`src/hdl/assert_macros.svh`:
```
// Assertion helpers for the top-level RTL module.
`ifndef ASSERT_MACROS_SVH
`define ASSERT_MACROS_SVH

// Same-cycle implication, disabled while reset is high.
`define PCV_ASSERT_IMP(lbl, clk, rst, ante, cons) \
  lbl: assert property (@(posedge clk) disable iff (rst) (ante) |-> (cons)) \
    else $error("assertion failed: same-cycle implication");

// Next-cycle implication, disabled while reset is high.
`define PCV_ASSERT_NXT(lbl, clk, rst, ante, cons) \
  lbl: assert property (@(posedge clk) disable iff (rst) (ante) |=> (cons)) \
    else $error("assertion failed: next-cycle implication");

`endif

```
`src/hdl/pcv_pkg.sv`:
```
package pcv_pkg;

  // Deepest row the line store holds.
  localparam int MAX_WIDTH = 1024;
  localparam int COL_W     = $clog2(MAX_WIDTH);
  localparam int ROW_W     = 10;

  localparam int PIX_W     = 8;
  localparam int YUV_W     = 3 * PIX_W;
  localparam int MODE_W    = 4;
  localparam int SIZE_W    = 11;
  localparam int THRESH_W  = 8;
  localparam int CFG_IDX_W = 2;
  localparam int CFG_DAT_W = 11;

  localparam logic [PIX_W-1:0] PIX_FULL = 8'd255;
  localparam logic [PIX_W-1:0] PIX_ZERO = 8'd0;

  localparam logic [SIZE_W-1:0]   WIDTH_RST  = 11'd640;
  localparam logic [SIZE_W-1:0]   HEIGHT_RST = 11'd480;
  localparam logic [THRESH_W-1:0] THRESH_RST = 8'd10;

  typedef enum logic [MODE_W-1:0] {
    MODE_RGB   = 4'd0,
    MODE_Y     = 4'd1,
    MODE_U     = 4'd2,
    MODE_V     = 4'd3,
    MODE_RED   = 4'd4,
    MODE_GREEN = 4'd5,
    MODE_BLUE  = 4'd6,
    MODE_HUE   = 4'd7,
    MODE_SAT   = 4'd8,
    MODE_VAL   = 4'd9,
    MODE_EDGE  = 4'd10
  } pcv_mode_t;

  typedef enum logic [CFG_IDX_W-1:0] {
    REG_DISPLAY_MODE   = 2'd0,
    REG_IMAGE_WIDTH    = 2'd1,
    REG_IMAGE_HEIGHT   = 2'd2,
    REG_EDGE_THRESHOLD = 2'd3
  } pcv_reg_t;

  typedef struct packed {
    logic [PIX_W-1:0] y;
    logic [PIX_W-1:0] u;
    logic [PIX_W-1:0] v;
    logic [PIX_W-1:0] red;
    logic [PIX_W-1:0] green;
    logic [PIX_W-1:0] blue;
    logic [PIX_W-1:0] hue;
    logic [PIX_W-1:0] sat;
    logic [PIX_W-1:0] val;
  } pcv_pixel_t;

  // Everything the shading logic needs about one item, captured at accept.
  typedef struct packed {
    pcv_pixel_t       pix;
    logic [YUV_W-1:0] left_yuv;
    logic             edge_ok;
    logic             frame_end;
  } pcv_stage_t;

  typedef struct packed {
    logic [PIX_W-1:0] red;
    logic [PIX_W-1:0] green;
    logic [PIX_W-1:0] blue;
  } pcv_color_t;

endpackage

```
`src/hdl/pcv_shade.sv`:
```
module pcv_shade
  import pcv_pkg::*;
(
  input  pcv_stage_t          stage,
  input  logic [YUV_W-1:0]    up_yuv,
  input  logic [MODE_W-1:0]   display_mode,
  input  logic [THRESH_W-1:0] edge_threshold,
  output pcv_color_t          color
);

  function automatic logic [PIX_W-1:0] abs_diff(input logic [PIX_W-1:0] a,
                                                input logic [PIX_W-1:0] b);
    return (a > b) ? (a - b) : (b - a);
  endfunction

  function automatic logic [PIX_W-1:0] max_diff(input logic [PIX_W-1:0] c,
                                                input logic [PIX_W-1:0] l,
                                                input logic [PIX_W-1:0] u);
    logic [PIX_W-1:0] dl;
    logic [PIX_W-1:0] du;
    dl = abs_diff(c, l);
    du = abs_diff(c, u);
    return (dl > du) ? dl : du;
  endfunction

  logic edge_y;
  logic edge_u;
  logic edge_v;
  pcv_color_t grey;
  pcv_color_t marked;

  assign edge_y = max_diff(stage.pix.y, stage.left_yuv[23:16], up_yuv[23:16])
                  > edge_threshold;
  assign edge_u = max_diff(stage.pix.u, stage.left_yuv[15:8], up_yuv[15:8])
                  > edge_threshold;
  assign edge_v = max_diff(stage.pix.v, stage.left_yuv[7:0], up_yuv[7:0])
                  > edge_threshold;

  assign grey = '{red: stage.pix.y, green: stage.pix.y, blue: stage.pix.y};

  // Overlay: a luma edge paints red, a U edge adds green and a V edge adds
  // blue; a later mark clears the earlier grey only when nothing came before.
  always_comb begin
    marked = grey;
    if (stage.edge_ok) begin
      if (edge_y) begin
        marked = '{red: PIX_FULL, green: PIX_ZERO, blue: PIX_ZERO};
      end
      if (edge_u) begin
        marked.green = PIX_FULL;
        marked.blue  = PIX_ZERO;
        if (!edge_y) begin
          marked.red = PIX_ZERO;
        end
      end
      if (edge_v) begin
        marked.blue = PIX_FULL;
        if (!edge_y && !edge_u) begin
          marked.red   = PIX_ZERO;
          marked.green = PIX_ZERO;
        end
      end
    end
  end

  always_comb begin
    color = '{red: PIX_ZERO, green: PIX_ZERO, blue: PIX_ZERO};
    unique case (display_mode)
      MODE_RGB:   color = '{red: stage.pix.red, green: stage.pix.green,
                            blue: stage.pix.blue};
      MODE_Y:     color = grey;
      MODE_U:     color = '{red: stage.pix.u, green: stage.pix.u, blue: stage.pix.u};
      MODE_V:     color = '{red: stage.pix.v, green: stage.pix.v, blue: stage.pix.v};
      MODE_RED:   color.red = stage.pix.red;
      MODE_GREEN: color.green = stage.pix.green;
      MODE_BLUE:  color.blue = stage.pix.blue;
      MODE_HUE:   color = '{red: stage.pix.hue, green: stage.pix.hue,
                            blue: stage.pix.hue};
      MODE_SAT:   color = '{red: stage.pix.sat, green: stage.pix.sat,
                            blue: stage.pix.sat};
      MODE_VAL:   color = '{red: stage.pix.val, green: stage.pix.val,
                            blue: stage.pix.val};
      MODE_EDGE:  color = marked;
      default:    color = '{red: PIX_ZERO, green: PIX_ZERO, blue: PIX_ZERO};
    endcase
  end

endmodule

```
`config.mk`:
```
export PLATFORM = sky130hd
export DESIGN_NAME = pcv_shade
export DESIGN_NICKNAME = d
export VERILOG_FILES = /design/src/hdl/assert_macros.svh /design/src/hdl/pcv_pkg.sv /design/src/hdl/pcv_shade.sv
export SDC_FILE = /design/constraint.sdc
export NUM_CORES = 1
export LEC_CHECK = 0
export BUFFER_PORTS_ARGS = -buffer_cell sky130_fd_sc_hd__buf_2
export CORE_ASPECT_RATIO = 1.5
export CORE_UTILIZATION = 45
export DETAILED_ROUTE_END_ITERATION = 10
export PLACE_DENSITY = 0.7
export SKIP_LAST_GASP = 1
export SYNTH_ARGS = -nofsm -noshare
export SYNTH_HDL_FRONTEND = slang
export SYNTH_SLANG_ARGS = --single-unit
```
`constraint.sdc`:
```
create_clock -name vclk -period 7.7
set_input_delay 1.54 -clock vclk [all_inputs]
set_output_delay 1.54 -clock vclk [all_outputs]
set_load 0.05 [all_outputs]
```
==> impl_metrics.ini <==
[final_layout]
drive_gt1_frac = 0.455
instances_no_fill = 1404
seq_cell_count = 0
area_growth_syn_to_layout_pct = 60.8
diodes = 0
final_cell_area_sq_um = 10300
clock_buffers = 0
nets = 1498
regArea_sq_um = 0
final_core_util = 0.739

[placed_design]
place.gp.congestion = 1.02
dp.cells = 1363
portBuffers = 157
postPlaceCellArea_sq_um = 9210
dp_hpwl_microns = 19800

[routing]
vias_per_cell = 5.96
avgRoutedWirePerCell_microns = 19.1
firstDrtPassIters = 5
drt_iter0_markers = 633
dr_total_vias = 8365
wirelength_microns = 26800
drtAntennaViolNets = 0
drcViolationCount = 0

[synth]
avgSynthCellArea_sq_um = 7.53
synth_nets = 1138
synthCells = 854
synth_top_cell_by_area = ha_1
yosysWarnings = 0
synth_top_area_frac = 0.268
synth-seq-area-share = 0
synth.distinct_cells = 65
synth_area_sq_um = 6430
synth_area_leaders = ha_1 (27%), mux2i_1 (9.5%), inv_1 (6.8%)

[timing]
fin_setup_tns_ns = -12.16
min_period_over_period = 1.07
worst_slew_pin_slew_ns = 1.10
slew_headroom = 0.264
finalHoldViolCount = 0
hold_slack_ns = 3.46
max_freq_ghz = 0.121
setup_viol = 24
drv_slew = 0
rsz0062_at_grt = true
fin_crit_ns = 8.26
worst_slack_ns = -0.559

[flow_run]
cap_violations = 0

[worst_setup_path]
critPathRequiredTime_ns = 6.16
setup.worst_path.start = stage[92]
setup.worst_path.start_class = input port
critical_path.endpoint = color[9]
crit_arrival_ns = 6.72
critPathCaptureType = output port
crit_type = in2out
cp_max_fo = 8

[worst_hold_path]
hold_class = in2out
whs_path_depth = 4

[global_routing]
grt_max_degree = 27
grt_usage = 0.323
first_global_vias = 8246
grt_pass1_wl_microns = 38600
antenna_found_initial = 1
grt_overflow_total = 0

[outcome]
status = finished, violations left
violations = setup timing

[power_and_ir_drop]
p_leak_uw = 0.00529
p_per_area_nw_per_um2 = 176
vdd_drop_max_mv = 0.136

[floorplanning]
core_sq_um = 14000
die_h_microns = 148
io_pins = 158
fp.dieW_microns = 99.6
row_count = 53
dieArea_sq_um = 14800
start_util = 0.460
power breakdown:
group	internal (uW)	leakage (uW)	total (uW)	switching [uW]
sequential	0	0	0	0
clock	0	0	0	0
combinational	872	0.00529	1820	947
total	872	0.00529	1820	947
cell type report:
class / instances / area (sq um)
Multi-Input combinational cell: 704 / 6800
Inverter: 116 / 470
Fill cell: 990 / 3650
Timing Repair Buffer: 392 / 2830
Tap cell: 192 / 240
worst min-delay path by stage:
stage,endpoint,slack [ns],start
after floorplan,color[6],3.34,stage[56]
after global placement,color[19],3.53,stage[69]
after detailed placement,color[19],3.53,stage[69]
after CTS,color[19],3.44,stage[69]
after global routing,color[19],3.47,stage[69]
final,color[19],3.46,stage[69]
metal layers:
layer / global-route usage / wire length (microns)
met5: 0 / 0
met2: 0.632 / 13600
met3: 0.0244 / 1450
met4: 0.190 / 2350
met1: 0.329 / 9350
critical path, cell delays in order:
cell	delay (ns)
buf_2	0.14
inv_1	0.09
ha_2	0.40
nand2_1	0.11
o21ai_0	0.39
a221oi_1	0.19
mux2i_2	0.25
xnor2_2	0.19
ha_4	0.35
nand4_1	0.24
mux2i_4	0.30
nor2_4	0.19
buf_6	0.16
buf_4	0.12
mux2i_1	0.24
ha_1	0.29
and4_1	0.21
a221o_2	0.45
a22oi_4	0.37
nand3_2	0.13
nand3b_1	0.17
buf_6	0.17
cells by family after synthesis:
kind of cell / Yosys count / synth area share
compound gates: 241 / 0.275
simple gates: 206 / 0.164
mux: 69 / 0.109
xor+xnor: 38 / 0.0518
fa+ha+maj: 150 / 0.306
buf+inv: 150 / 0.0942
Yosys cell counts, types with 15 or more instances:
cell	n
o21ai_0	18
mux2i_1	61
a21o_1	32
o2111ai_1	15
nand2_1	97
nand3_1	29
inv_1	116
buf_2	19
ha_1	138
xnor2_1	19
xor2_1	19
a21oi_1	62
placed cells by master, fill, tap and decap left out, types with 8 or more instances in the layout:
master / n
a21o_1: 32
a21oi_1: 45
a21oi_2: 12
a221oi_1: 9
a22oi_1: 8
a31oi_1: 12
and4_1: 9
buf_12: 8
buf_2: 129
buf_4: 227
buf_6: 24
ha_1: 112
ha_2: 8
ha_4: 18
inv_1: 106
mux2i_1: 46
mux2i_2: 9
nand2_1: 93
nand3_1: 19
nand3b_1: 9
nand4_1: 12
nor2_1: 13
o2111ai_4: 10
o211ai_1: 14
o21ai_1: 10
xnor2_1: 15
xor2_1: 18
repair_timing:
item / in CTS / in global routing
setup buffers: 31 / 11
hold buffers: 0 / 0
endpoints found under the setup margin: 24 / 24
gates cloned: 0 / 0
pin swaps: 57 / 33
resized for setup: 122 / 54
through the flow:
step	setup slack (ns)	total power, uW
floorplan	-0.0781	937
global placement	-0.352	1400
detailed placement	-0.449	1440
CTS	-0.138	1650
global route	-0.639	1930
finish	-0.559	1820
No activity file was read; power rests on OpenSTA's default activity.
